<file path="config.mk">
export PLATFORM = sky130hd
export DESIGN_NAME = sdt_cell
export DESIGN_NICKNAME = d
export VERILOG_FILES = /design/src/assert_macros.svh /design/src/sdt_pkg.sv /design/src/sdt_cell.sv
export SDC_FILE = /design/constraint.sdc
export NUM_CORES = 2
export LEC_CHECK = 0
export BUFFER_PORTS_ARGS = -buffer_cell sky130_fd_sc_hd__buf_2
export CAP_MARGIN = 5
export CORE_ASPECT_RATIO = 0.7
export CORE_MARGIN = 10
export CORE_UTILIZATION = 30
export CTS_CLUSTER_DIAMETER = 60
export CTS_CLUSTER_SIZE = 28
export DETAILED_ROUTE_END_ITERATION = 8
export PLACE_DENSITY = 0.43
export SLEW_MARGIN = 5
export SYNTH_ARGS = -nofsm -noshare
export SYNTH_HDL_FRONTEND = slang
export SYNTH_SLANG_ARGS = --single-unit
</file>
<file path="constraint.sdc">
create_clock -name clk_i -period 8.45 [get_ports clk_i]
set_input_delay 0.4225 -clock clk_i [delete_from_list [all_inputs] [get_ports clk_i]]
set_output_delay 0.4225 -clock clk_i [all_outputs]
set_load 0.005 [all_outputs]
</file>
<file path="src/assert_macros.svh">
// assert_macros.svh: assertion macros shared by the sine datapath files.
// No dependencies; define ASSERT_OFF to compile the checks out.
`ifndef ASSERT_MACROS_SVH
`define ASSERT_MACROS_SVH
`ifndef ASSERT_OFF
// Clocked check, switched off while the reset is asserted.
`define SDT_ASSERT(lbl, clk, rstn, prop, msg) \
  lbl: assert property (@(posedge clk) disable iff (!rstn) (prop)) else $error(msg);
// Clocked check that also holds during reset.
`define SDT_ASSERT_NR(lbl, clk, prop, msg) \
  lbl: assert property (@(posedge clk) (prop)) else $error(msg);
`else
`define SDT_ASSERT(lbl, clk, rstn, prop, msg)
`define SDT_ASSERT_NR(lbl, clk, prop, msg)
`endif
`endif

</file>
<file path="src/sdt_pkg.sv">
// sdt_pkg: widths, constants, the term record and the divide-by-45 helper
// shared by the sine datapath. No dependencies.
package sdt_pkg;

  localparam int ANGLE_W = 32;
  localparam int SINE_W  = 32;

  // Range reduction on the Q8 degree value.
  localparam int DEG_FULL_Q8 = 92160;
  localparam int DEG_HALF_Q8 = 46080;
  localparam int FOLD_W      = 16;
  localparam int REM_W       = 17;
  localparam int QUOT_W      = 15;

  // Exact floor(v / 45) for any v below 2^21: multiply and shift.
  localparam int              DIV45_IN_W  = 21;
  localparam int              DIV45_OUT_W = 16;
  localparam int              DIV45_SHIFT = 27;
  localparam logic [21:0]     DIV45_M     = 22'd2982617;

  // pi in Q44, split as 45 * PI_DIV45_Q + PI_DIV45_R so that the degree to
  // radian scaling needs no wide divider.
  localparam logic [47:0] PI_Q44     = 48'h3243F6A8885A;
  localparam logic [47:0] PI_DIV45_Q = PI_Q44 / 48'd45;
  localparam logic [47:0] PI_DIV45_R = PI_Q44 % 48'd45;
  localparam int          PI_QL_W    = 24;
  localparam int          PI_QH_W    = 17;
  localparam int          PI_RC_W    = 6;
  localparam logic [PI_QL_W-1:0] PI_QL = PI_DIV45_Q[PI_QL_W-1:0];
  localparam logic [PI_QH_W-1:0] PI_QH = PI_DIV45_Q[PI_QL_W+PI_QH_W-1:PI_QL_W];
  localparam logic [PI_RC_W-1:0] PI_RC = PI_DIV45_R[PI_RC_W-1:0];

  // Datapath widths of the series.
  localparam int XM_W    = 32;
  localparam int X2_W    = 30;
  localparam int TERM_W  = 33;
  localparam int SUM_W   = 36;
  localparam int PROD_W  = TERM_W + X2_W;
  localparam int ROUND_SHIFT = 26;
  localparam int W_W     = 37;
  localparam int W_LO    = 18;
  localparam int KMAX_W  = 10;
  localparam int RCP_SHIFT = W_W + KMAX_W;
  localparam int RCP_W   = W_W + 8;
  localparam int R_LO    = 23;

  localparam logic signed [SUM_W-1:0] SUM_ONE     = SUM_W'(1073741824);
  localparam logic signed [SUM_W-1:0] SUM_NEG_ONE = -SUM_ONE;

  // One Taylor term in sign and magnitude form, with x^2 and the running sum.
  typedef struct packed {
    logic                    neg;
    logic [TERM_W-1:0]       mag;
    logic [X2_W-1:0]         x2;
    logic signed [SUM_W-1:0] sum;
  } term_t;

  function automatic logic [DIV45_OUT_W-1:0] div45(input logic [DIV45_IN_W-1:0] v);
    logic [DIV45_IN_W+21:0] p;
    p = (DIV45_IN_W+22)'(v) * (DIV45_IN_W+22)'(DIV45_M);
    return p[DIV45_SHIFT +: DIV45_OUT_W];
  endfunction

endpackage

</file>
<file path="src/sdt_cell.sv">
// sdt_cell: one Taylor step. Adds the incoming term to the running sum and
// derives the next term as -term * x^2 / (2n(2n+1)). Uses sdt_pkg.
module sdt_cell #(
  parameter int unsigned IDX = 1
) (
  input  logic           clk_i,
  input  logic           rst_ni,
  input  logic           in_valid_i,
  output logic           in_ready_o,
  input  sdt_pkg::term_t in_term_i,
  output logic           out_valid_o,
  input  logic           out_ready_i,
  output sdt_pkg::term_t out_term_o
);

  localparam int NS = 4;

  // Divisor 2n(2n+1) and its rounded-up reciprocal, exact for the w range.
  localparam logic [63:0] K         = 64'(2 * IDX * (2 * IDX + 1));
  localparam logic [63:0] ROUND_ADD = K << (sdt_pkg::ROUND_SHIFT - 1);
  localparam logic [63:0] RECIP     = ((64'd1 << sdt_pkg::RCP_SHIFT) + K - 64'd1) / K;
  localparam logic [sdt_pkg::RCP_W-1:0] RCP = RECIP[sdt_pkg::RCP_W-1:0];

  localparam int WH_W  = sdt_pkg::W_W - sdt_pkg::W_LO;
  localparam int MH_W  = sdt_pkg::RCP_W - sdt_pkg::R_LO;
  localparam int LL_W  = sdt_pkg::W_LO + sdt_pkg::R_LO;
  localparam int LH_W  = sdt_pkg::W_LO + MH_W;
  localparam int HL_W  = WH_W + sdt_pkg::R_LO;
  localparam int HH_W  = WH_W + MH_W;
  localparam int TOT_W = sdt_pkg::W_W + sdt_pkg::RCP_W;

  logic [NS-1:0] v_q, v_d, adv;

  logic                           c_neg_q [NS];
  logic [sdt_pkg::X2_W-1:0]       c_x2_q  [NS];
  logic signed [sdt_pkg::SUM_W-1:0] c_sum_q [NS];

  logic [sdt_pkg::PROD_W-1:0] c1_prod_q;
  logic [sdt_pkg::W_W-1:0]    c2_w_q;
  logic [LL_W-1:0]            c3_ll_q;
  logic [LH_W-1:0]            c3_lh_q;
  logic [HL_W-1:0]            c3_hl_q;
  logic [HH_W-1:0]            c3_hh_q;
  logic [sdt_pkg::TERM_W-1:0] c4_mag_q;

  logic signed [sdt_pkg::SUM_W-1:0] addend;
  logic [63:0]                      wsum;
  logic [TOT_W-1:0]                 tot;

  always_comb begin
    adv[NS-1] = !v_q[NS-1] || out_ready_i;
    for (int i = NS - 2; i >= 0; i--) begin
      adv[i] = !v_q[i] || adv[i+1];
    end
    v_d[0] = adv[0] ? in_valid_i : v_q[0];
    for (int i = 1; i < NS; i++) begin
      v_d[i] = adv[i] ? v_q[i-1] : v_q[i];
    end
  end

  always_ff @(posedge clk_i or negedge rst_ni) begin
    if (!rst_ni) begin
      v_q <= '0;
    end else begin
      v_q <= v_d;
    end
  end

  assign addend = sdt_pkg::SUM_W'(in_term_i.mag);
  assign wsum   = 64'(c1_prod_q) + ROUND_ADD;
  assign tot    = TOT_W'(c3_ll_q) + (TOT_W'(c3_lh_q) << sdt_pkg::R_LO) +
                  (TOT_W'(c3_hl_q) << sdt_pkg::W_LO) +
                  (TOT_W'(c3_hh_q) << (sdt_pkg::W_LO + sdt_pkg::R_LO));

  always_ff @(posedge clk_i) begin
    if (adv[0]) begin
      c_neg_q[0] <= !in_term_i.neg;
      c_x2_q[0]  <= in_term_i.x2;
      c_sum_q[0] <= in_term_i.sum + (in_term_i.neg ? -addend : addend);
      c1_prod_q  <= sdt_pkg::PROD_W'(in_term_i.mag) * sdt_pkg::PROD_W'(in_term_i.x2);
    end
    for (int i = 1; i < NS; i++) begin
      if (adv[i]) begin
        c_neg_q[i] <= c_neg_q[i-1];
        c_x2_q[i]  <= c_x2_q[i-1];
        c_sum_q[i] <= c_sum_q[i-1];
      end
    end
    if (adv[1]) begin
      c2_w_q <= wsum[sdt_pkg::ROUND_SHIFT +: sdt_pkg::W_W];
    end
    if (adv[2]) begin
      c3_ll_q <= LL_W'(c2_w_q[sdt_pkg::W_LO-1:0]) * LL_W'(RCP[sdt_pkg::R_LO-1:0]);
      c3_lh_q <= LH_W'(c2_w_q[sdt_pkg::W_LO-1:0]) * LH_W'(RCP[sdt_pkg::RCP_W-1:sdt_pkg::R_LO]);
      c3_hl_q <= HL_W'(c2_w_q[sdt_pkg::W_W-1:sdt_pkg::W_LO]) * HL_W'(RCP[sdt_pkg::R_LO-1:0]);
      c3_hh_q <= HH_W'(c2_w_q[sdt_pkg::W_W-1:sdt_pkg::W_LO]) *
                 HH_W'(RCP[sdt_pkg::RCP_W-1:sdt_pkg::R_LO]);
    end
    if (adv[3]) begin
      c4_mag_q <= tot[sdt_pkg::RCP_SHIFT +: sdt_pkg::TERM_W];
    end
  end

  always_comb begin
    out_term_o.neg = c_neg_q[NS-1];
    out_term_o.mag = c4_mag_q;
    out_term_o.x2  = c_x2_q[NS-1];
    out_term_o.sum = c_sum_q[NS-1];
  end

  assign in_ready_o  = adv[0];
  assign out_valid_o = v_q[NS-1];

endmodule

</file>
* Word-level counts from Yosys, hierarchy flattened *
Memory sizes are Yosys's and may differ from the RTL's.
Index checks and enable logic that the tools add are counted.

word-level totals
  register bits after elaboration = 295
  RAM bits = 268
  word-level logic and storage cells = 43
  input bits = 104
  memories kept = 3
  output and inout port bits = 102

memory list
  memory   depth  bits a word  read ports  clocked after memory_dff  wr ports  RTL line        source
  c_sum_q  4      36           4           0                         4         sdt_cell.sv:36  logic signed [sdt_pkg::SUM_W-1:0] c_sum_q [NS];
  c_x2_q   4      30           4           0                         4         sdt_cell.sv:35  logic [sdt_pkg::X2_W-1:0] c_x2_q [NS];
  c_neg_q  4      1            4           0                         4         sdt_cell.sv:34  logic c_neg_q [NS];

operators by class
  $add $sub $neg = 6
  muxes and demuxes = 9
  reduce and logical (&&, ||, !) cells = 9
  $mul = 5

operator list
  cell                    count
  $add 65x80->80          1
  $add 64x60->65          1
  $add 41x63->64          1
  $add 63x28->63 const B  1
  $mul 33x30->63          1
  $mul 19x22->41 const B  1
  $mul 18x22->40 const B  1
  $mul 18x21->39 const B  1
  $mul 19x21->38 const B  1
  $add 36x36->36          1
  $mux 36                 1
  $neg 33->36             1
  $mux 1                  8
  $logic_not 1->1         5
  $logic_or 1x1->1        4

* Depth between registers and ports, before layout *
  depth after elaboration = 7
  depth in mapped cells = 30
  gate-level depth less buffers = 28

* Worst setup path after synthesis *
No wires, ideal clock.

  path type = input to register
  start point = in in_term_i[94] in the netlist's numbering
  end point = reg c1_prod_q[60] in the netlist's numbering, data pin
  data required time = 8.255 ns
  data arrival time = 7.619 ns
  cell stages on the path = 26
  path slack = 0.636 ns
  setup time = 0.195 ns
  buffers on the path = 2
  cell sequence = clkbuf_1 clkbuf_1 nand2_1 fa_1 inv_1 fa_1 fa_1 inv_1 fa_1 inv_1 fa_1 fa_1 fa_1 inv_1 fa_1 inv_1 ha_1 nand4_1 or4_1 a2bb2oi_1 nand3_1 nor4b_1 nor2_1 o21ai_1 a21oi_1 o311ai_0

between the ends
  cells in the longest elaborated chain, start to end = 1

RTL lines
  item                  RTL line        source
  start, declared       sdt_cell.sv:10  input sdt_pkg::term_t in_term_i,
  $mul 33x30->63        sdt_cell.sv:80  c1_prod_q <= sdt_pkg::PROD_W'(in_term_i.mag) * sdt_pkg::PROD_W'(in_term_i.x2);
  end signal, assigned  sdt_cell.sv:80
  end, declared         sdt_cell.sv:38  logic [sdt_pkg::PROD_W-1:0] c1_prod_q;

Every way passes these cells.
A chain may end at the register's enable or synchronous reset.

* Final worst setup path *
  start point = in in_term_i[41] in the netlist's numbering
  end point = reg c1_prod_q[58] in the netlist's numbering, data pin

The elaborated chain is that of the path after synthesis.

==> impl_metrics.yaml <==
drt:
  final_antenna_net_count: 0
  drc_errors: 0
  wl_per_cell_um: 21.8
  postRouteWirelength_mm: 213
  dr_total_vias: 45122
  detail_route.vias_per_cell: 4.61
  drt_first_iter_violations: 2775
  dr.pass1.iters: 6
sta:
  hold_viol_final: 0
  maxSlewHeadroom: 0.280
  grt_setup_unrepaired: "false"
  worst_clock_skew_ns: 0.0495
  final-setup-viol-count: 0
  worst_slew_pin_slew_ns: 1.08
  post-route-period-util: 0.920
  period_minus_slack_ns: 7.77
  slew_viol_final: 0
  achievable-frequency_mhz: 129
grt:
  grt_pass1_wl_mm: 322
  first_global_vias: 47712
  gr-usage-all-layers: 0.172
  pin_count_of_the_biggest_net_entering_global_routing: 113
  initial_antenna_violation_count: 21
  overflow: 0
logic_synthesis:
  synth.area.top_cells: "sky130_fd_sc_hd__fa_1 (35%), sky130_fd_sc_hd__edfxtp_1 (23%), sky130_fd_sc_hd__ha_1 (13%)"
  synthDominantAreaCellType: "sky130_fd_sc_hd__fa_1"
  postSynthCellCount: 6454
  synth_flop_cell: "sky130_fd_sc_hd__edfxtp_1"
  syn_nets: 8436
  ys_async_sr_fraction: 0.00772
  synth-seq-area-share: 0.227
  synthDominantCellAreaShare: 0.347
  yosysUniqueCellTypes: 75
  synth-edff-count: 514
  syn_area_mm2: 0.0684
  synth-seq-cells: 518
  post_synth.cell_area_avg_um2: 10.6
  yosys_warnings: 0
cells_and_area:
  fillers: 23096
  drive_gt1_frac: 0.0815
  syn_to_final_growth_pct: 11.6
  final-instance-count-excl-fill: 9781
  mostFrequentLayoutCells: "sky130_fd_sc_hd__inv_1 (1396), sky130_fd_sc_hd__fa_1 (1186), sky130_fd_sc_hd__ha_1 (692)"
  nets: 8683
  layout.cells.most_common: "sky130_fd_sc_hd__inv_1"
critical_path:
  r2r_setup_slack_ns: 0.99
  worst_path_largest_cell_delay_ns: 0.61
  endpoint_kind: "flip-flop"
  worst_setup_path_startpoint: "in_term_i[41]"
  cp.required_ns: 8.95
  path_common_cell: "sky130_fd_sc_hd__fa_1"
  r2r.worst_path.cells: 21
  crit_path_end: "c1_prod_q[58]$_DFFE_PP_"
  crit-reg2reg-launch: "c2_w_q[5]$_DFFE_PP_"
  cp_data_arrival_time_ns: 8.27
  cp_slowest_cell: "sky130_fd_sc_hd__fa_1"
  worstReg2RegEnd: "c3_lh_q[33]$_DFFE_PP_"
  highest_net_fanout_along_the_worst_path: 10
  crit_type: "in2reg"
  worstSetupStartpointType: "input pin"
clock_network:
  clock-root-buffer: "sky130_fd_sc_hd__clkbuf_16"
  tritoncts: "built"
  worst_skew_pair.late_latency_ns: 0.71
  cts_setup_buffers: 0
  cts_resized: 0
  cts_max_level: 2
  clock-sinks: 518
  cts_buffer_depth: 3
  tritoncts.num_buffers: 53
  clk_pin_slew_ns: 0.09
floorplanning:
  die_area_mm2: 0.248
  floorplan.initialDensity: 0.302
  io-pin-count: 206
  floorplan.die.height_um: 419
  dieWidth_um: 591
  fp-row-count: 146
  coreArea_mm2: 0.227
placed_design:
  io_buffers: 205
  hpwl_mm: 179
  weighted_congestion_reported_at_the_end_of_routability_driven_placement: 0.864
  placed_cells_incl_taps: 9676
status:
  run_status: "complete, no violations"
worst_hold_path:
  holdCritPathClass: "in2reg"
job:
  drv_cap: 0
[repair_timing]
action	4_1_cts	5_1_grt
hold buffers	4	0
hold endpoints to repair	6	0
setup endpoints to repair	0	0
[per-stage QoR]
step | setup slack (ns) | setup TNS (ns) | utilization | area [µm²] | hold WS, ns
global placement | 0.0238 | 0 | 0.328 | 74200 | 0.235
finish | 0.679 | 0 | 0.337 | 76300 | 0.0924
global route | 0.383 | 0 | 0.337 | 76300 | 0.0567
detailed placement | -0.00509 | -0.00509 | 0.328 | 74200 | 0.235
floorplan | 0.636 | 0 | - | 68400 | 0.127
CTS | 0.741 | 0 | 0.337 | 76300 | 0.0286
[logic make-up after synthesis]
group | count (synthesis) | share of synthesized area
and+or+nand+nor | 1518 | 0.114
xor gates and xnor gates | 279 | 0.0358
buffers and inverters | 1631 | 0.0897
adders and majority gates | 1878 | 0.474
AOI/OAI and AO/OA | 628 | 0.0592
muxes | 2 | 0.000311
DFF | 518 | 0.227
[state kept, by name (all words and copies together), names as in the netlist]
name / cells
c1_prod_q: 37
c3_lh_q: 39
c_sum_q: 144
c3_ll_q: 22
c3_hl_q: 40
v_q: 4
c3_hh_q: 38
c2_w_q: 37
c4_mag_q: 33
c_neg_q: 4
c_x2_q: 120
[critical path: cells and delay by family]
family / cells / cell delay, ns
AOI/OAI and AO/OA: 5 / 0.90
adders and majority gates: 9 / 4.51
buffers and inverters: 9 / 1.18
and+or+nand+nor: 5 / 1.23
[synthesized netlist by cell type, types with 5 or more instances]
cell	number
sky130_fd_sc_hd__nor2b_1	21
sky130_fd_sc_hd__edfxtp_1	514
sky130_fd_sc_hd__nand4_1	43
sky130_fd_sc_hd__or4_1	8
sky130_fd_sc_hd__o21ai_0	119
sky130_fd_sc_hd__clkbuf_1	232
sky130_fd_sc_hd__and4_1	5
sky130_fd_sc_hd__o31ai_1	10
sky130_fd_sc_hd__nor4_1	5
sky130_fd_sc_hd__xnor2_1	183
sky130_fd_sc_hd__a31oi_1	20
sky130_fd_sc_hd__o311ai_0	5
sky130_fd_sc_hd__a211oi_1	19
sky130_fd_sc_hd__nand2b_1	24
sky130_fd_sc_hd__or2_2	11
sky130_fd_sc_hd__and2_1	579
sky130_fd_sc_hd__a211o_1	8
sky130_fd_sc_hd__a2111oi_0	7
sky130_fd_sc_hd__a221oi_1	5
sky130_fd_sc_hd__xor2_1	95
sky130_fd_sc_hd__a21o_1	113
sky130_fd_sc_hd__nor2_1	116
sky130_fd_sc_hd__or3_1	12
sky130_fd_sc_hd__a21boi_0	9
sky130_fd_sc_hd__fa_1	1186
sky130_fd_sc_hd__a311oi_1	7
sky130_fd_sc_hd__and3_1	32
sky130_fd_sc_hd__o2111ai_1	8
sky130_fd_sc_hd__o21a_1	31
sky130_fd_sc_hd__ha_1	692
sky130_fd_sc_hd__a21oi_1	186
sky130_fd_sc_hd__nor3_1	41
sky130_fd_sc_hd__nand2_1	552
sky130_fd_sc_hd__inv_1	1397
sky130_fd_sc_hd__o41ai_1	7
sky130_fd_sc_hd__nand3_1	53
sky130_fd_sc_hd__o21bai_1	35
[layout make-up]
class / instances / area (µm²) / share of cell area
multi-input combinational: 4305 / 46700 / 0.613
sequential: 518 / 15500 / 0.204
inverter: 1397 / 5250 / 0.0688
tap: 3034 / 3800 / 0.0498
timing repair buffer: 426 / 2950 / 0.0386
clock buffer: 53 / 1330 / 0.0174
clock inverter: 46 / 688 / 0.00902
antenna: 2 / 5.00 / 0.0000656
[worst min-delay path by stage]
stage                 startpoint                 endpoint  slack [ns]  cells after the start
finish              in_term_i[1]  c_sum_q[0][1]$_DFFE_PP_        0.09                      2
global route        in_term_i[1]  c_sum_q[0][1]$_DFFE_PP_        0.06                      2
CTS                 in_term_i[1]  c_sum_q[0][1]$_DFFE_PP_        0.03                      2
detailed placement        rst_ni       v_q[0]$_DFFE_PN0P_        0.23                      1
global placement          rst_ni       v_q[0]$_DFFE_PN0P_        0.23                      1
floorplan                 rst_ni       v_q[0]$_DFFE_PN0P_        0.13                      0
[per-layer routing]
| metal | routed length [µm] | GRT usage | vias up |
|---|---|---|---|
| met5 | 35 | 0 | - |
| met4 | 2790 | 0.0231 | 6 |
| met3 | 11800 | 0.0296 | 138 |
| met2 | 86900 | 0.246 | 1008 |
| met1 | 112000 | 0.275 | 23243 |
| li1 | - | - | 20727 |
Power is not shown: default switching activity piles up to over one toggle a cycle in this logic, so the estimate is an artifact.
