File: src/assert_macros.svh
// assert_macros.svh: assertion macros shared by the sine datapath files.
// No dependencies; define ASSERT_OFF to compile the checks out.
`ifndef ASSERT_MACROS_SVH
`define ASSERT_MACROS_SVH
`ifndef ASSERT_OFF
// Clocked check, switched off while the reset is asserted.
`define SDT_ASSERT(lbl, clk, rstn, prop, msg) \
  lbl: assert property (@(posedge clk) disable iff (!rstn) (prop)) else $error(msg);
// Clocked check that also holds during reset.
`define SDT_ASSERT_NR(lbl, clk, prop, msg) \
  lbl: assert property (@(posedge clk) (prop)) else $error(msg);
`else
`define SDT_ASSERT(lbl, clk, rstn, prop, msg)
`define SDT_ASSERT_NR(lbl, clk, prop, msg)
`endif
`endif

File: src/sdt_pkg.sv
// sdt_pkg: widths, constants, the term record and the divide-by-45 helper
// shared by the sine datapath. No dependencies.
package sdt_pkg;

  localparam int ANGLE_W = 32;
  localparam int SINE_W  = 32;

  // Range reduction on the Q8 degree value.
  localparam int DEG_FULL_Q8 = 92160;
  localparam int DEG_HALF_Q8 = 46080;
  localparam int FOLD_W      = 16;
  localparam int REM_W       = 17;
  localparam int QUOT_W      = 15;

  // Exact floor(v / 45) for any v below 2^21: multiply and shift.
  localparam int              DIV45_IN_W  = 21;
  localparam int              DIV45_OUT_W = 16;
  localparam int              DIV45_SHIFT = 27;
  localparam logic [21:0]     DIV45_M     = 22'd2982617;

  // pi in Q44, split as 45 * PI_DIV45_Q + PI_DIV45_R so that the degree to
  // radian scaling needs no wide divider.
  localparam logic [47:0] PI_Q44     = 48'h3243F6A8885A;
  localparam logic [47:0] PI_DIV45_Q = PI_Q44 / 48'd45;
  localparam logic [47:0] PI_DIV45_R = PI_Q44 % 48'd45;
  localparam int          PI_QL_W    = 24;
  localparam int          PI_QH_W    = 17;
  localparam int          PI_RC_W    = 6;
  localparam logic [PI_QL_W-1:0] PI_QL = PI_DIV45_Q[PI_QL_W-1:0];
  localparam logic [PI_QH_W-1:0] PI_QH = PI_DIV45_Q[PI_QL_W+PI_QH_W-1:PI_QL_W];
  localparam logic [PI_RC_W-1:0] PI_RC = PI_DIV45_R[PI_RC_W-1:0];

  // Datapath widths of the series.
  localparam int XM_W    = 32;
  localparam int X2_W    = 30;
  localparam int TERM_W  = 33;
  localparam int SUM_W   = 36;
  localparam int PROD_W  = TERM_W + X2_W;
  localparam int ROUND_SHIFT = 26;
  localparam int W_W     = 37;
  localparam int W_LO    = 18;
  localparam int KMAX_W  = 10;
  localparam int RCP_SHIFT = W_W + KMAX_W;
  localparam int RCP_W   = W_W + 8;
  localparam int R_LO    = 23;

  localparam logic signed [SUM_W-1:0] SUM_ONE     = SUM_W'(1073741824);
  localparam logic signed [SUM_W-1:0] SUM_NEG_ONE = -SUM_ONE;

  // One Taylor term in sign and magnitude form, with x^2 and the running sum.
  typedef struct packed {
    logic                    neg;
    logic [TERM_W-1:0]       mag;
    logic [X2_W-1:0]         x2;
    logic signed [SUM_W-1:0] sum;
  } term_t;

  function automatic logic [DIV45_OUT_W-1:0] div45(input logic [DIV45_IN_W-1:0] v);
    logic [DIV45_IN_W+21:0] p;
    p = (DIV45_IN_W+22)'(v) * (DIV45_IN_W+22)'(DIV45_M);
    return p[DIV45_SHIFT +: DIV45_OUT_W];
  endfunction

endpackage

File: src/sdt_reduce.sv
// sdt_reduce: eight-stage front end that reduces the angle modulo 360
// degrees, folds it to +-180 and forms x and x^2. Uses sdt_pkg, assert_macros.svh.
`include "assert_macros.svh"

module sdt_reduce (
  input  logic                               clk_i,
  input  logic                               rst_ni,
  input  logic                               in_valid_i,
  output logic                               in_ready_o,
  input  logic signed [sdt_pkg::ANGLE_W-1:0] angle_deg_i,
  output logic                               out_valid_o,
  input  logic                               out_ready_i,
  output sdt_pkg::term_t                     out_term_o
);

  localparam int NS = 8;

  logic [NS-1:0] v_q, v_d, adv;

  // Stage payloads.
  logic                                  s0_neg_q, s1_neg_q, s2_neg_q, s3_neg_q;
  logic                                  s4_neg_q, s5_neg_q, s6_neg_q, s7_neg_q;
  logic [sdt_pkg::ANGLE_W-1:0]           s0_amag_q, s1_amag_q;
  logic [sdt_pkg::QUOT_W-1:0]            s1_quot_q;
  logic [sdt_pkg::REM_W-1:0]             s2_rem_q;
  logic [sdt_pkg::FOLD_W-1:0]            s3_mag_q;
  logic [sdt_pkg::FOLD_W+sdt_pkg::PI_QL_W-1:0] s4_pl_q, s5_pl_q;
  logic [sdt_pkg::FOLD_W+sdt_pkg::PI_QH_W-1:0] s4_ph_q, s5_ph_q;
  logic [sdt_pkg::DIV45_IN_W-1:0]        s4_pr_q;
  logic [sdt_pkg::DIV45_OUT_W-1:0]       s5_d_q;
  logic [sdt_pkg::XM_W-1:0]              s6_xm_q, s7_xm_q;

  logic [sdt_pkg::ANGLE_W-1:0] amag_d;
  logic [sdt_pkg::ANGLE_W-1:0] rem_full;
  logic                        fold_wrap;
  logic [56:0]                 xsum;
  logic [63:0]                 xsq;

  logic [sdt_pkg::X2_W-1:0] s7_x2_w;
  logic [63:0]              xsq_rnd;
  logic [sdt_pkg::X2_W-1:0] s7_x2_hold_q;

  always_comb begin
    adv[NS-1] = !v_q[NS-1] || out_ready_i;
    for (int i = NS - 2; i >= 0; i--) begin
      adv[i] = !v_q[i] || adv[i+1];
    end
    v_d[0] = adv[0] ? in_valid_i : v_q[0];
    for (int i = 1; i < NS; i++) begin
      v_d[i] = adv[i] ? v_q[i-1] : v_q[i];
    end
  end

  always_ff @(posedge clk_i or negedge rst_ni) begin
    if (!rst_ni) begin
      v_q <= '0;
    end else begin
      v_q <= v_d;
    end
  end

  assign amag_d    = angle_deg_i[sdt_pkg::ANGLE_W-1] ?
                     (~angle_deg_i + sdt_pkg::ANGLE_W'(1)) : angle_deg_i;
  assign rem_full  = s1_amag_q -
                     (sdt_pkg::ANGLE_W'(s1_quot_q) * sdt_pkg::ANGLE_W'(sdt_pkg::DEG_FULL_Q8));
  assign fold_wrap = (s2_rem_q > sdt_pkg::REM_W'(sdt_pkg::DEG_HALF_Q8));
  assign xsum      = (57'(s5_ph_q) << sdt_pkg::PI_QL_W) + 57'(s5_pl_q) +
                     (57'(1) << (sdt_pkg::PI_QL_W - 1)) + 57'(s5_d_q);
  assign xsq       = 64'(s7_xm_q) * 64'(s7_xm_q);

  // Payload registers, loaded whenever their stage advances.
  always_ff @(posedge clk_i) begin
    if (adv[0]) begin
      s0_neg_q  <= angle_deg_i[sdt_pkg::ANGLE_W-1];
      s0_amag_q <= amag_d;
    end
    if (adv[1]) begin
      s1_neg_q  <= s0_neg_q;
      s1_amag_q <= s0_amag_q;
      s1_quot_q <= sdt_pkg::QUOT_W'(sdt_pkg::div45(s0_amag_q[sdt_pkg::ANGLE_W-1 -: 21]));
    end
    if (adv[2]) begin
      s2_neg_q <= s1_neg_q;
      s2_rem_q <= rem_full[sdt_pkg::REM_W-1:0];
    end
    if (adv[3]) begin
      s3_neg_q <= fold_wrap ? !s2_neg_q : s2_neg_q;
      s3_mag_q <= fold_wrap ?
                  sdt_pkg::FOLD_W'(sdt_pkg::REM_W'(sdt_pkg::DEG_FULL_Q8) - s2_rem_q) :
                  s2_rem_q[sdt_pkg::FOLD_W-1:0];
    end
    if (adv[4]) begin
      s4_neg_q <= s3_neg_q;
      s4_pl_q  <= (sdt_pkg::FOLD_W+sdt_pkg::PI_QL_W)'(s3_mag_q) *
                  (sdt_pkg::FOLD_W+sdt_pkg::PI_QL_W)'(sdt_pkg::PI_QL);
      s4_ph_q  <= (sdt_pkg::FOLD_W+sdt_pkg::PI_QH_W)'(s3_mag_q) *
                  (sdt_pkg::FOLD_W+sdt_pkg::PI_QH_W)'(sdt_pkg::PI_QH);
      s4_pr_q  <= sdt_pkg::DIV45_IN_W'(s3_mag_q) * sdt_pkg::DIV45_IN_W'(sdt_pkg::PI_RC);
    end
    if (adv[5]) begin
      s5_neg_q <= s4_neg_q;
      s5_pl_q  <= s4_pl_q;
      s5_ph_q  <= s4_ph_q;
      s5_d_q   <= sdt_pkg::div45(s4_pr_q);
    end
    if (adv[6]) begin
      s6_neg_q <= s5_neg_q;
      s6_xm_q  <= xsum[sdt_pkg::PI_QL_W +: sdt_pkg::XM_W];
    end
    if (adv[7]) begin
      s7_neg_q <= s6_neg_q;
      s7_xm_q  <= s6_xm_q;
    end
  end

  // x^2 is rounded from the squared stage-6 x and registered with x in the last stage.
  always_comb begin
    out_term_o.neg = s7_neg_q;
    out_term_o.mag = sdt_pkg::TERM_W'(s7_xm_q);
    out_term_o.x2  = s7_x2_w;
    out_term_o.sum = '0;
  end

  assign xsq_rnd = 64'(64'(s6_xm_q) * 64'(s6_xm_q)) + (64'd1 << 33);

  always_ff @(posedge clk_i) begin
    if (adv[7]) begin
      s7_x2_hold_q <= xsq_rnd[34 +: sdt_pkg::X2_W];
    end
  end

  assign s7_x2_w     = s7_x2_hold_q;
  assign in_ready_o  = adv[0];
  assign out_valid_o = v_q[NS-1];

  `SDT_ASSERT(a_rem_below_turn, clk_i, rst_ni, v_q[2] |-> (s2_rem_q < sdt_pkg::REM_W'(sdt_pkg::DEG_FULL_Q8)), "remainder not below a full turn")
  `SDT_ASSERT(a_fold_in_half, clk_i, rst_ni, v_q[3] |-> (s3_mag_q <= sdt_pkg::FOLD_W'(sdt_pkg::DEG_HALF_Q8)), "folded angle beyond 180 degrees")
  `SDT_ASSERT(a_x2_matches_x, clk_i, rst_ni, v_q[7] |-> (s7_x2_hold_q == xsq[34 +: sdt_pkg::X2_W] || xsq[63:34] == s7_x2_hold_q - 30'd1), "x squared out of step with x")

endmodule

File: config.mk
export PLATFORM = sky130hd
export DESIGN_NAME = sdt_reduce
export DESIGN_NICKNAME = d
export VERILOG_FILES = /design/src/sdt_pkg.sv /design/src/sdt_reduce.sv
export VERILOG_INCLUDE_DIRS = /design/src /design/src/src
export SDC_FILE = /design/constraint.sdc
export NUM_CORES = 2
export LEC_CHECK = 0
export BUFFER_PORTS_ARGS = -buffer_cell sky130_fd_sc_hd__buf_2
export CORE_ASPECT_RATIO = 0.9
export CORE_MARGIN = 1.5
export CORE_UTILIZATION = 39
export CTS_CLUSTER_DIAMETER = 200
export CTS_CLUSTER_SIZE = 28
export DETAILED_ROUTE_END_ITERATION = 12
export HOLD_SLACK_MARGIN = 0.02
export PLACE_DENSITY = 0.6
export SKIP_LAST_GASP = 1
export SYNTH_ARGS = -nofsm -noshare
export SYNTH_HDL_FRONTEND = slang
export SYNTH_SLANG_ARGS = --single-unit
File: constraint.sdc
create_clock -name clk_i -period 10.08 [get_ports clk_i]
set_clock_uncertainty 0.2 [all_clocks]
set_input_delay 1.512 -clock clk_i [delete_from_list [all_inputs] [get_ports clk_i]]
set_output_delay 1.512 -clock clk_i [all_outputs]
set_load 0.05 [all_outputs]
== After elaboration in Yosys (flattened, before gate mapping) ==
Cells that the tools add are included.
Storage, ports and cells
  register bits after elaboration: 382
  output and inout port bits: 102
Cells by class
  $add $sub $neg: 7
  multipliers: 7
  order comparisons: 1
  mux-type cells: 3
  bitwise gates (word level): 1
  reduce and logical (&&, ||, !) cells: 17
Operator list (count)
  $add A64 B34 Y64 const B: 1
  $mul A32 B32 Y64: 1
  $add A56 B16 Y56: 1
  $add A56 B24 Y56 const B: 1
  $add A56 B39 Y56: 1
  $mul A21 B22 Y43 const B: 1
  $mul A21 B22 Y42 const B: 1
  $mul A16 B23 Y39 const B: 1
  $add A32 B2 Y32 const B: 1
  $not A32 Y32: 1
  $mux W31: 1
  $mul A16 B15 Y30 const B: 1
  $mul A16 B6 Y21 const B: 1
  $gt A17 B16 Y1 const B: 1
  $sub A17 B17 Y17: 1
  $mux W16: 1
  $sub A15 B16 Y16 const A: 1
  $mul A15 B6 Y6 const B: 1
  $logic_not A1 Y1: 9
  $logic_or A1 B1 Y1: 8
  $mux W1: 1

== Depth between registers and ports, before layout ==
  depth in word-level cells: 9
  depth in mapped cells: 31
  gate-level depth less buffers: 29

== Worst setup path after synthesis ==
No wires, ideal clock.
  path kind: input -> output
  start: input out_ready_i
  end: output in_ready_o
  data arrival time: 6.420 ns
  required time: 8.368 ns
  slack: 1.948 ns
  stages: 6
  path buffers: 0
  path through: nor2b_1 > nand3_1 > nor2_1 > nand3_1 > inv_1 > nand3_1
Between the ends
  word-level cells in the longest chain between the ends: 8
RTL lines
  from (decl): line sdt_reduce.sv:12  | input logic out_ready_i,
  $logic_or A1 B1 Y1: line sdt_reduce.sv:44  | adv[NS-1] = !v_q[NS-1] || out_ready_i;
  $logic_or A1 B1 Y1 (2 in a row): line sdt_reduce.sv:46  | adv[i] = !v_q[i] || adv[i+1];
  via adv[5]: line sdt_reduce.sv:18  | logic [NS-1:0] v_q, v_d, adv;
  $logic_or A1 B1 Y1 (3 in a row): line sdt_reduce.sv:46
  via adv[2]: line sdt_reduce.sv:18
  $logic_or A1 B1 Y1 (2 in a row): line sdt_reduce.sv:46
  to (decl): line sdt_reduce.sv:9  | output logic in_ready_o,
The timed path passes the listed nets, and every way through them passes these cells.

== Worst setup path after layout ==
  start: register s6_xm_q[11] (netlist bit)
  end: register s7_x2_hold_q[29] (netlist bit) (data pin)
Between the ends
  word-level cells in the longest chain between the ends: 2
RTL lines
  from (decl): line sdt_reduce.sv:31  | logic [sdt_pkg::XM_W-1:0] s6_xm_q, s7_xm_q;
  from (signal assigned): line sdt_reduce.sv:108  | s6_xm_q <= xsum[sdt_pkg::PI_QL_W +: sdt_pkg::XM_W];
  $mul A32 B32 Y64: line sdt_reduce.sv:124  | assign xsq_rnd = 64'(64'(s6_xm_q) * 64'(s6_xm_q)) + (64'd1 << 33);
  $add A64 B34 Y64: line sdt_reduce.sv:124
  via xsq_rnd[63]: line sdt_reduce.sv:40  | logic [63:0] xsq_rnd;
  to (signal assigned): line sdt_reduce.sv:128  | s7_x2_hold_q <= xsq_rnd[34 +: sdt_pkg::X2_W];
  to (decl): line sdt_reduce.sv:41  | logic [sdt_pkg::X2_W-1:0] s7_x2_hold_q;
The timed path passes the listed nets, and every way through them passes these cells.
A chain may end at the register's enable or synchronous reset.

==> out/qor.yml <==
synth:
  synth_common_cells: "inv_1 (1740), fa_1 (1250), ha_1 (940), edfxtp_1 (358), nand2_1 (319)"
  synthTopCellsByArea: "fa_1 (39%), ha_1 (18%), edfxtp_1 (17%)"
  synth-seq-cells: 366
  netlist_area_sq_um: 64800
  avgSynthCellArea_sq_um: 10.7
  synth_top_area_share_pct: 38.6
  yosysTopAreaCell: "fa_1"
  yosysSeqAreaShare_pct: 16.9
  yosysWarnings: 0
  yosysMostFrequentCell: "inv_1"
  synth_cell_types: 67
  yosys_most_used_dff: "edfxtp_1"
  ys_async_sr_fraction_pct: 2.19
  synth_edf_count: 358
  synthCells: 6080
timing:
  hold_viol_final: 0
  relSlewSlack_pct: 17.9
  setup_ws_ns: 0.719
  tightest_slew_ns: 1.23
  setup_viol: 0
  maxSlewViolCount: 0
  rsz0062_at_grt: "false"
  timing.final.crit_share_pct: 92.9
  fin_crit_ns: 9.36
  fin_setup_tns_ns: 0
  fmax_mhz: 107
route:
  wire_per_inst_um: 18.5
  drt_pass1_iterations: 7
  dr_total_vias: 40000
  wl_um: 155000
  avgViaCountPerCell: 4.76
  ant_nets: 0
  drtIter0Drc: 2136
  route.detailed.drc: 0
placement:
  post-dp-hpwl_um: 133000
  place_worst_setup_slack_ns: 0.782
  portBuffers: 100
  place_congestion: 0.928
clock_tree:
  post-cts-setup-buffers: 0
  hold_buffers: 0
  clock_latency_ns: 0.61
  cts_resized: 0
  cts_max_level: 1
  clk_pin_slew_ns: 0.11
  cts_buffer_depth: 3
  cts-root-buf: "clkbuf_16"
  cts_tree: "built"
  clock-sinks: 366
  cts_made_buffers: 20
cells_and_area:
  syn_to_final_growth_pct: 6.15
  drive_gt1_share_pct: 3.81
  layout.nets: 8391
  fin_util_pct: 41.8
global_route:
  grt.overflow.total: 0
  grt_pass1_wl_um: 249000
  use_met2_pct: 31.8
  grt_start_max_net_pins: 67
  antenna_found_initial: 1
  grtUsageTotal_pct: 19.1
  busiest_layer: "met2"
  grt_use_met3_pct: 2.11
  grt_pass1_vias: 44400
  use_met1_pct: 26.4
critical_path:
  critPathCaptureType: "flip-flop"
  worst_setup_path_start_kind: "flip-flop"
  critical_path_class: "flip-flop to flip-flop"
  crit_end: "s7_x2_hold_q[29]"
  crit_arrival_ns: 9.52
  setup.worst_path.start: "s6_xm_q[11]"
  r2r_slack_ns: 0.72
  critPathRequiredTime_ns: 10.24
  cp_max_fo: 23
  reg2regPathDepth: 25
  r2r-start: "s6_xm_q[11]"
  r2r-end: "s7_x2_hold_q[29]"
floorplan:
  die_w_um: 433
  core_sq_um: 165000
  start_util_pct: 39.4
  io_pins: 138
  die_h_um: 390
  fp-row-count: 141
  die_area_sq_um: 169000
job:
  max-cap-violations: 0
outcome:
  status: "finished clean"
min_path:
  hold_class: "flip-flop to flip-flop"
## routing by layer
| metal | wire length (um) | share of wire (%) | vias to the layer above |
|---|---|---|---|
| li1 | - | - | 18800 |
| met1 | 70600 | 45 | 20200 |
| met2 | 72700 | 47 | 882 |
| met3 | 7350 | 4.7 | 148 |
| met4 | 4800 | 3.1 | 0 |
| met5 | 0 | 0 | - |
## state kept, by name, indices dropped and copies added, names as in the netlist, 21 cells and up
register,flops
s4_pl_q,37
s5_pl_q,37
s0_amag_q,32
s6_xm_q,32
s7_xm_q,32
s5_ph_q,30
s7_x2_hold_q,30
s4_ph_q,27
s4_pr_q,21
## stage by stage
step	cells	instance area [sq um]	hold slack, ns
6_report	8396	68800	0.210
5_1_grt	8392	68800	0.211
4_1_cts	8392	68800	0.219
3_5_place_dp	8359	68100	0.205
3_3_place_gp	8359	68100	0.202
2_1_floorplan	6116	64900	0.200
## logic make-up (layout without fill, tap and decap cells)
group                    count (synthesis)  after routing  synth area share [%]
AND/OR/NAND/NOR                        907            907                  7.05
adder cells (fa/ha/maj)               2190           2190                  56.8
AO/OA/AOI/OAI                          480            480                  4.71
multiplexers                             6              6                0.0985
flip-flops                             366            366                  16.9
XOR/XNOR                               246            246                  3.33
other                                    1             41               0.00579
buffers and inverters                 1884           1944                  11.1
## critical path: stages (launching register included)
cell      delay, ns
edfxtp_1       1.18
buf_4          0.37
nand2_1        0.13
inv_1          0.12
fa_1           0.43
fa_1           0.50
inv_1          0.06
fa_1           0.50
fa_1           0.55
inv_1          0.07
fa_1           0.57
fa_1           0.43
fa_1           0.54
fa_1           0.44
ha_1           0.37
nand3_1        0.09
nor3_1         0.33
nand4_1        0.36
a211oi_1       0.39
o31a_1         0.31
o21ai_0        0.11
buf_4          0.18
o31a_1         0.37
a31o_2         0.26
mux2i_1        0.15
nand3_1        0.10
## placed cells by master, fill, tap and decap left out, types with 6 or more instances in the layout
master     synthesis  final
a211oi_1          18     18
a21o_1            73     73
a21oi_1          156    156
a31o_2            14     14
a31oi_1           13     13
a41oi_1            6      6
and2_1           264    264
and3_1            23     23
and4_1             8      8
buf_2              0    100
buf_4             38     67
clkbuf_1         102      6
clkbuf_16          0     20
conb_1             1     37
dfrtp_1            8      8
edfxtp_1         358    358
fa_1            1250   1250
ha_1             940    940
inv_1           1740   1738
nand2_1          319    319
nand2b_1          16     16
nand3_1           44     43
nand4_1           19     19
nor2_1           118    118
nor2b_1           22     22
nor3_1            29     29
o2111ai_1          6      6
o21a_1            25     25
o21ai_0           89     89
o21bai_1          30     30
o31ai_1           13     13
or2_2              9      9
or3_1             13     13
or4_1              7      7
xnor2_1          170    170
xor2_1            76     76
## worst min-delay path by stage
stage | from | endpoint | slack (ns) | cells after the start
6_report | s4_pl_q[3] | s5_pl_q[3] | 0.21 | 0
5_1_grt | s4_pl_q[3] | s5_pl_q[3] | 0.21 | 0
4_1_cts | s4_pl_q[3] | s5_pl_q[3] | 0.22 | 0
3_5_place_dp | s4_ph_q[24] | s5_ph_q[24] | 0.20 | 0
3_3_place_gp | s4_ph_q[24] | s5_ph_q[24] | 0.20 | 0
2_1_floorplan | s0_amag_q[0] | s1_amag_q[0] | 0.20 | 0
## area by class of cell
cell class,instances,area [sq um]
antenna,4,10.0
clock inverter,7,176
tap,2216,2770
clock buffer,26,523
inverter,1743,6550
timing repair buffer,168,1020
fill,15700,95800
multi-input combinational,3866,46800
sequential,366,11000
Power is not shown: default switching activity piles up to over one toggle a cycle in this logic, so the estimate is an artifact.
